==> config.mk <==
export PLATFORM = sky130hd
export DESIGN_NAME = lmpf_axis
export DESIGN_NICKNAME = d
export VERILOG_FILES = /design/src/rtl/lmpf_pkg.sv /design/src/rtl/lmpf_div_cell.sv /design/src/rtl/lmpf_axis.sv
export SDC_FILE = /design/constraint.sdc
export NUM_CORES = 1
export LEC_CHECK = 0
export ABC_AREA = 1
export BUFFER_PORTS_ARGS = -buffer_cell sky130_fd_sc_hd__buf_2
export CORE_ASPECT_RATIO = 1.1
export CORE_MARGIN = 2
export CORE_UTILIZATION = 54
export CTS_CLUSTER_SIZE = 25
export DETAILED_ROUTE_END_ITERATION = 7
export PLACE_DENSITY = 0.7
export SLEW_MARGIN = 25
export SYNTH_ARGS = -nofsm -noshare
export SYNTH_HDL_FRONTEND = slang
export SYNTH_SLANG_ARGS = --single-unit
==> constraint.sdc <==
create_clock -name clk -period 9.25 [get_ports clk]
set_clock_uncertainty 0.15 [all_clocks]
set_input_delay 0.925 -clock clk [delete_from_list [all_inputs] [get_ports clk]]
set_output_delay 0.925 -clock clk [all_outputs]
set_load 0.01 [all_outputs]
==> src/rtl/lmpf_pkg.sv <==
// lmpf_pkg: shared constants, types and fixed-point helpers for the lattice
// momentum phase factor core. No dependencies.
package lmpf_pkg;

    // default parameter values
    localparam int DEF_MAX_EXTENT    = 256;
    localparam int DEF_ANGLE_BITS    = 16;
    localparam int DEF_OUT_FRAC_BITS = 14;

    // magnitude width of mom * (coord + shift), |n| <= 128 * 510
    localparam int NMAG_W = 17;

    // Q30 constants
    localparam logic [31:0] PI_Q30  = 32'd3373259426;
    localparam logic [30:0] ONE_Q30 = 31'h4000_0000;

    // configuration register indexes
    localparam logic [2:0] REG_MOM_X    = 3'd0;
    localparam logic [2:0] REG_MOM_Y    = 3'd1;
    localparam logic [2:0] REG_MOM_Z    = 3'd2;
    localparam logic [2:0] REG_EXTENT_X = 3'd3;
    localparam logic [2:0] REG_EXTENT_Y = 3'd4;
    localparam logic [2:0] REG_EXTENT_Z = 3'd5;
    localparam logic [2:0] REG_TWISTED  = 3'd6;
    localparam logic [2:0] REG_COS_MODE = 3'd7;

    localparam logic [8:0] EXTENT_RESET = 9'd16;

    // taylor series divisors per round, sine and cosine
    localparam logic [5:0] SIN_DIV [3] = '{6'd42, 6'd20, 6'd6};
    localparam logic [5:0] COS_DIV [3] = '{6'd56, 6'd30, 6'd12};

    // floor(2^32 / divisor) reciprocals
    localparam logic [31:0] SIN_RCP [3] = '{
        32'(64'h1_0000_0000 / 64'd42),
        32'(64'h1_0000_0000 / 64'd20),
        32'(64'h1_0000_0000 / 64'd6)
    };
    localparam logic [31:0] COS_RCP [3] = '{
        32'(64'h1_0000_0000 / 64'd56),
        32'(64'h1_0000_0000 / 64'd30),
        32'(64'h1_0000_0000 / 64'd12)
    };

    typedef enum logic [1:0] {
        QUAD_0 = 2'd0,
        QUAD_1 = 2'd1,
        QUAD_2 = 2'd2,
        QUAD_3 = 2'd3
    } quad_t;

    // context carried down the sine/cosine pipeline
    typedef struct packed {
        logic [30:0] x;
        logic [30:0] x2;
        quad_t       quad;
        logic        swap;
    } sc_ctx_t;

    // (a * b) >> 30 on unsigned Q30 values up to 1.0
    function automatic logic [30:0] mul_q30(input logic [30:0] a, input logic [30:0] b);
        logic [61:0] p;
        p = {31'b0, a} * {31'b0, b};
        return p[60:30];
    endfunction

    // reciprocal estimate, low by at most one
    function automatic logic [30:0] rcp_est(input logic [30:0] v, input logic [31:0] m);
        logic [62:0] p;
        p = {32'b0, v} * {31'b0, m};
        return p[62:32];
    endfunction

    // correct the estimate to the exact floor quotient
    function automatic logic [30:0] fix_quo(input logic [30:0] v, input logic [30:0] q0,
                                            input logic [5:0] c);
        logic [39:0] prod;
        logic [39:0] r;
        prod = {9'b0, q0} * {34'b0, c};
        r    = {9'b0, v} - prod;
        return (r >= {34'b0, c}) ? q0 + 31'd1 : q0;
    endfunction

endpackage

==> src/rtl/lmpf_div_cell.sv <==
// lmpf_div_cell: one restoring division step, registered.
// Depends on nothing; quotient bits shift into the low end of the numerator.
module lmpf_div_cell #(
    parameter int REM_W = 10,
    parameter int NUM_W = 17
) (
    input  logic             clk,
    input  logic             en,
    input  logic [REM_W-1:0] divisor,
    input  logic [REM_W-1:0] rem_in,
    input  logic [NUM_W-1:0] num_in,
    output logic [REM_W-1:0] rem_out,
    output logic [NUM_W-1:0] num_out
);

    logic [REM_W:0]   trial;
    logic [REM_W:0]   diff;
    logic             ge;
    logic [REM_W-1:0] rem_next;
    logic [NUM_W-1:0] num_next;
    logic [REM_W-1:0] rem_reg;
    logic [NUM_W-1:0] num_reg;

    // bring down one numerator bit, subtract when it fits
    always_comb
    begin
        trial    = {rem_in, num_in[NUM_W-1]};
        diff     = trial - {1'b0, divisor};
        ge       = (trial >= {1'b0, divisor});
        rem_next = ge ? diff[REM_W-1:0] : trial[REM_W-1:0];
        num_next = {num_in[NUM_W-2:0], ge};
    end

    always_ff @(posedge clk)
    begin
        if (en)
        begin
            rem_reg <= rem_next;
            num_reg <= num_next;
        end
    end

    assign rem_out = rem_reg;
    assign num_out = num_reg;

endmodule

==> src/rtl/lmpf_axis.sv <==
// lmpf_axis: per-axis angle lane, n = mom * (coord + shift), floor mod by the
// extent, then the rounded angle, both through chains of lmpf_div_cell.
module lmpf_axis import lmpf_pkg::*; #(
    parameter int MAX_EXTENT = DEF_MAX_EXTENT,
    parameter int ANGLE_BITS = DEF_ANGLE_BITS
) (
    input  logic                  clk,
    input  logic                  en,
    input  logic [7:0]            mom,
    input  logic [8:0]            extent,
    input  logic                  twisted,
    input  logic [7:0]            coord,
    input  logic [8:0]            shift,
    output logic [ANGLE_BITS-1:0] angle
);

    localparam int EXT_W = $clog2(MAX_EXTENT + 1);
    localparam int D_W   = EXT_W + 1;
    localparam int NW    = D_W + ANGLE_BITS + 1;
    localparam int Q2_W  = ANGLE_BITS + 1;

    logic [31:0]        ext32;
    logic [31:0]        clamp32;
    logic [D_W-1:0]     divisor;
    logic signed [9:0]  pos;
    logic signed [17:0] n;
    logic [17:0]        nabs;
    logic [NMAG_W-1:0]  nmag_reg;
    logic               neg_reg;
    logic [D_W-1:0]     rem1 [NMAG_W];
    logic [NMAG_W-1:0]  num1 [NMAG_W];
    logic               negl_reg [NMAG_W];
    logic [D_W-1:0]     rem_last;
    logic [D_W-1:0]     m_reg;
    logic [NW-1:0]      n_full;
    logic [D_W-1:0]     rem2 [Q2_W];
    logic [Q2_W-1:0]    num2 [Q2_W];

    // phase denominator from the extent, clamped, doubled when twisted
    always_comb
    begin
        ext32   = {23'b0, extent};
        if (ext32 == 32'd0)
            clamp32 = 32'd1;
        else if (ext32 > 32'(MAX_EXTENT))
            clamp32 = 32'(MAX_EXTENT);
        else
            clamp32 = ext32;
        divisor = twisted ? D_W'(clamp32 << 1) : D_W'(clamp32);
    end

    // momentum times shifted position
    always_comb
    begin
        pos  = $signed({2'b00, coord}) + $signed({shift[8], shift});
        n    = $signed({{10{mom[7]}}, mom}) * $signed({{8{pos[9]}}, pos});
        nabs = n[17] ? 18'(-n) : 18'(n);
    end

    always_ff @(posedge clk)
    begin
        if (en)
        begin
            nmag_reg <= nabs[NMAG_W-1:0];
            neg_reg  <= n[17];
        end
    end

    // |n| mod d, one bit per cell
    genvar i;
    generate
        for (i = 0; i < NMAG_W; i++)
        begin : g_mod
            if (i == 0)
            begin : g_first
                lmpf_div_cell #(.REM_W(D_W), .NUM_W(NMAG_W)) u_cell (
                    .clk     (clk),
                    .en      (en),
                    .divisor (divisor),
                    .rem_in  ('0),
                    .num_in  (nmag_reg),
                    .rem_out (rem1[i]),
                    .num_out (num1[i])
                );
                always_ff @(posedge clk)
                begin
                    if (en)
                        negl_reg[i] <= neg_reg;
                end
            end
            else
            begin : g_next
                lmpf_div_cell #(.REM_W(D_W), .NUM_W(NMAG_W)) u_cell (
                    .clk     (clk),
                    .en      (en),
                    .divisor (divisor),
                    .rem_in  (rem1[i-1]),
                    .num_in  (num1[i-1]),
                    .rem_out (rem1[i]),
                    .num_out (num1[i])
                );
                always_ff @(posedge clk)
                begin
                    if (en)
                        negl_reg[i] <= negl_reg[i-1];
                end
            end
        end
    endgenerate

    // floor modulo: a negative n with a remainder wraps to d - r
    assign rem_last = rem1[NMAG_W-1];

    always_ff @(posedge clk)
    begin
        if (en)
            m_reg <= (negl_reg[NMAG_W-1] && (rem_last != '0)) ? divisor - rem_last : rem_last;
    end

    // rounded angle: (m * 2^ANGLE_BITS + d/2) / d
    assign n_full = {1'b0, m_reg, {ANGLE_BITS{1'b0}}} + NW'(divisor >> 1);

    generate
        for (i = 0; i < Q2_W; i++)
        begin : g_ang
            if (i == 0)
            begin : g_first
                lmpf_div_cell #(.REM_W(D_W), .NUM_W(Q2_W)) u_cell (
                    .clk     (clk),
                    .en      (en),
                    .divisor (divisor),
                    .rem_in  (n_full[NW-1:ANGLE_BITS+1]),
                    .num_in  (n_full[ANGLE_BITS:0]),
                    .rem_out (rem2[i]),
                    .num_out (num2[i])
                );
            end
            else
            begin : g_next
                lmpf_div_cell #(.REM_W(D_W), .NUM_W(Q2_W)) u_cell (
                    .clk     (clk),
                    .en      (en),
                    .divisor (divisor),
                    .rem_in  (rem2[i-1]),
                    .num_in  (num2[i-1]),
                    .rem_out (rem2[i]),
                    .num_out (num2[i])
                );
            end
        end
    endgenerate

    // quotient wraps to zero modulo one turn
    assign angle = num2[Q2_W-1][ANGLE_BITS-1:0];

endmodule

==> summary.md <==
The number of global-route vias before repair was 29012. The sequential fraction of the synthesis area was 51.2%. The number of setup buffers added after CTS is 0. Number of input and output port buffers inserted: 52. Cell with the largest stage delay on the worst path: sky130_fd_sc_hd__fa_1. The critical path is of the in2reg type. Leaving out fill and tap cells, the most frequent cells in the layout are sky130_fd_sc_hd__edfxtp_1 (755), sky130_fd_sc_hd__nand2_1 (556), sky130_fd_sc_hd__inv_1 (500). The logs give 21.0% for the global-route usage over all layers and 7.06 ns for the data arrival time at the worst-slack endpoint. The number of enable-type register cells in the synthesized netlist works out to 755. The number of nets handed over by synthesis was 4690. The run finished with clean final reports. Among all flip-flop cells after synthesis, the most frequent one is sky130_fd_sc_hd__edfxtp_1. Kind of end point of the critical path: a flop.

The run gives 0 as the global route total overflow. For the final routed database, the setup TNS stands at 0 ns. The count of fill cells added during filler insertion was 6699.

The tool flagged a number of max-cap violations equal to 0. Dividing the synthesized area by the synthesized cell count gives 10.6 sq um. The via density per instance is 5.44, and the count of yosys warnings during synthesis is 0. The most frequent standard cell in the layout excluding fill and tap cells was sky130_fd_sc_hd__edfxtp_1. The via count of the routed design was 29393. The synthesized netlist devotes 15.3% of its cell area to adder and majority cells.

The synthesized netlist occupies a cell area of 0.0443 sq mm. The simple logic cell fraction of the synthesized area was 12.2%. For the pin with the worst max-slew slack, the measured transition is 1.06 ns. The worst path in the final design needs a cycle of 6.83 ns, including I/O delays and setup.

Timing would allow up to 146 MHz. The count of unique library cells instantiated by Yosys was 61; the multi-input gate area in the final layout was 0.0194 sq mm. The post-detailed-routing wire length is 87200 microns. The final critical path takes up 73.9% of the cycle. After detailed routing, the average wire length per cell comes to 16.2 microns. The total leakage power came out at 20.2 nW.

The first detailed-routing pass took 7 iterations. The worst slew margin relative to its limit came out at 29.2%. Of the post-synthesis cell area, the part taken by muxes is 0.127%. The placed cell area was 0.0458 sq mm; the post-cts sizing count was 0. In this run, synthesis produced a sequential element count of 755. The synthesized-area fraction occupied by ao, oa, aoi and oai cells came out at 10.6%. The hold violation count in the final report is 0, and the wire length of the first global-routing pass is 143000 microns. The async set or reset register ratio after synthesis was 0%. For this design the ratio of total power to cell area is 371 mW/mm^2. Hold is met by 0.262 ns.

STA puts the critical path data required time at 9.47 ns. The worst vdd rail ir drop came out at 209 uV. The worst hold path belongs to the class reg2reg.

The total count of max-transition violations in the final report was 0; the chip width was 277 microns. The die covers 0.0843 sq mm. The number of nets in the layout came out at 4792. The total CTS buffers was 81.

Once layout is complete, the cells apart from fillers number 5399. For the DRC marker count from the first detailed-route iteration, the log shows 1734. Along the worst path, the maximum fanout reaches 17. The post-cts hold buffer count was 0. The core outline area was 0.0815 sq mm; the flip-flop count of the largest register after layout was 235. The sequential cell area was 0.0227 sq mm.

The largest family of logic cells by synthesized area is adder cells. The number of remaining DRC errors is 0. After layout, the design draws a total of 18.0 mW. The finished cells cover 0.0484 sq mm. Once placement completed, the tool counted placed cells totaling 5252. For this configuration, the core starts out at a cell density of 54.3%.

For the I/O pin total, the log shows 53. The number of cells produced by synthesis came out at 4169. The pin count of the biggest net entering global routing came out at 171.

The final weighted congestion in routability-driven placement is 0.889, and the maximum buffer depth of the clock tree is 3. TritonCTS built the clock tree. Once detail routing completed, the nets flagged for antenna violations numbered 0. 0 antenna diodes ended up in the layout. The parity-gate share of the synthesized area counting xor and xnor cells is 5.42%. The total number of clock tree sinks is 755, and the fraction of final layout cells with drive strength greater than 1 is 6.27%. The tools report the number of antenna violations at the first check in global routing as 0. The growth of design area from synthesis to finish came out at 9.43%. The cell sitting at the root of the clock tree is a sky130_fd_sc_hd__clkbuf_16.

For this run, the slowest stage of the critical path takes 0.55 ns. Floorplan die height: 304 microns. Setup repair after global routing left no endpoint under its margin.

The run gives 0 as the final setup violation count. Clock-pin slew of the registers on the worst-case setup and hold paths: 0.06 ns. After legalization and detailed placement, the total HPWL measured 58800 microns. STA classifies the critical path startpoint as an input port.

For the worst-skew pair, the clock arrives at the later sink with an insertion delay of 0.64 ns. The H-tree depth was 3; the placement row count was 110.
==> worst max-delay path, delay by kind of cell <==
family                     cells  cell delay [ns]
xor gates and xnor gates       1             0.51
adders and majority gates      7             2.84
and+or+nand+nor                9             1.18
buffers and inverters          6             0.50
AOI/OAI and AO/OA              8             1.08
==> cell type report <==
class                   instances  share of cell area, %
inverters                     507                   3.93
flip-flops and latches        755                   46.8
clock inverters                46                  0.902
repair buffers                 74                  0.984
well taps                    1064                   2.75
clock buffers                 101                   4.60
multi-input cells            2852                   40.0
==> logic make-up after synthesis <==
kind of cell | Yosys count
xor+xnor | 274
simple gates | 1263
flops | 755
buf+inv | 562
mux | 5
fa+ha+maj | 484
compound gates | 826
==> through the flow <==
| step | util [%] | setup WS (ns) |
|---|---|---|
| 3_5_place_dp | 56.2 | 1.75 |
| 6_report | 59.4 | 2.42 |
| 5_1_grt | 59.4 | 1.86 |
| 4_1_cts | 59.4 | 2.42 |
| 3_3_place_gp | 56.2 | 1.85 |
| 2_1_floorplan | - | 2.48 |
==> path summary, 6_finish.rpt <==
check	cells past startpoint	endpoint	from	slack, ns
worst max register to register	11	g_mod[12].g_next.u_cell.rem_out[8]	g_mod[11].g_next.u_cell.rem_out[1]	6.06
worst max-delay path	31	nmag_reg[9]	coord[0]	2.42
worst min register to register	0	g_ang[12].g_next.u_cell.num_out[6]	g_ang[11].g_next.u_cell.num_out[5]	0.26
worst min-delay path	0	g_ang[12].g_next.u_cell.num_out[6]	g_ang[11].g_next.u_cell.num_out[5]	0.26
==> power by group <==
part	switching (mW)	leakage, nW	internal, mW
clock	1.32	1.29	1.93
sequential	0.509	7.36	5.32
combinational	5.43	11.6	3.44
total	7.26	20.2	10.7
==> cell usage after synthesis, types with 5 or more instances <==
library cell                 n  share of area [%]
sky130_fd_sc_hd__xor2_1    136                2.7
sky130_fd_sc_hd__nand2_2     7              0.099
sky130_fd_sc_hd__mux2_2      5               0.13
sky130_fd_sc_hd__nand3_2    12               0.27
sky130_fd_sc_hd__ha_1      388                 11
sky130_fd_sc_hd__o211ai_1    8               0.14
sky130_fd_sc_hd__a211o_1     6               0.12
sky130_fd_sc_hd__nand3_1   140                1.6
sky130_fd_sc_hd__nand2_1   557                4.7
sky130_fd_sc_hd__buf_4       8               0.14
sky130_fd_sc_hd__nor2_1    409                3.5
sky130_fd_sc_hd__o221ai_1    7               0.14
sky130_fd_sc_hd__buf_6       7               0.18
sky130_fd_sc_hd__o22ai_1     8               0.11
sky130_fd_sc_hd__fa_1       96                4.3
sky130_fd_sc_hd__a21o_1     26               0.44
sky130_fd_sc_hd__buf_2      32               0.36
sky130_fd_sc_hd__inv_1     505                4.3
sky130_fd_sc_hd__o21ai_1    41               0.46
sky130_fd_sc_hd__a21oi_1   433                4.9
sky130_fd_sc_hd__or2_2      10               0.14
sky130_fd_sc_hd__nand3b_1    5              0.085
sky130_fd_sc_hd__nand2_4     8               0.20
sky130_fd_sc_hd__o41ai_1     9               0.18
sky130_fd_sc_hd__edfxtp_1  755                 51
sky130_fd_sc_hd__xnor2_1   138                2.7
sky130_fd_sc_hd__a31oi_1    20               0.28
sky130_fd_sc_hd__nand4_1    52               0.74
sky130_fd_sc_hd__o21ai_0   176                2.0
sky130_fd_sc_hd__o31ai_1     7               0.12
sky130_fd_sc_hd__o21ai_2     8               0.16
sky130_fd_sc_hd__nor3_1     43               0.49
sky130_fd_sc_hd__o21bai_2    8               0.20
sky130_fd_sc_hd__a211oi_1   22               0.37
sky130_fd_sc_hd__clkbuf_1    6              0.051
sky130_fd_sc_hd__o21bai_1   20               0.34
sky130_fd_sc_hd__a311oi_1    7               0.14
==> metal layers <==
layer	up-vias	global-route usage, %	share of wire [%]
li1	14823	-	-
met1	13915	27.4	45
met2	521	36.4	49
met3	134	2.63	3.9
met4	0	6.81	2.5
met5	-	0	0
(Power assumes the default switching activity.)
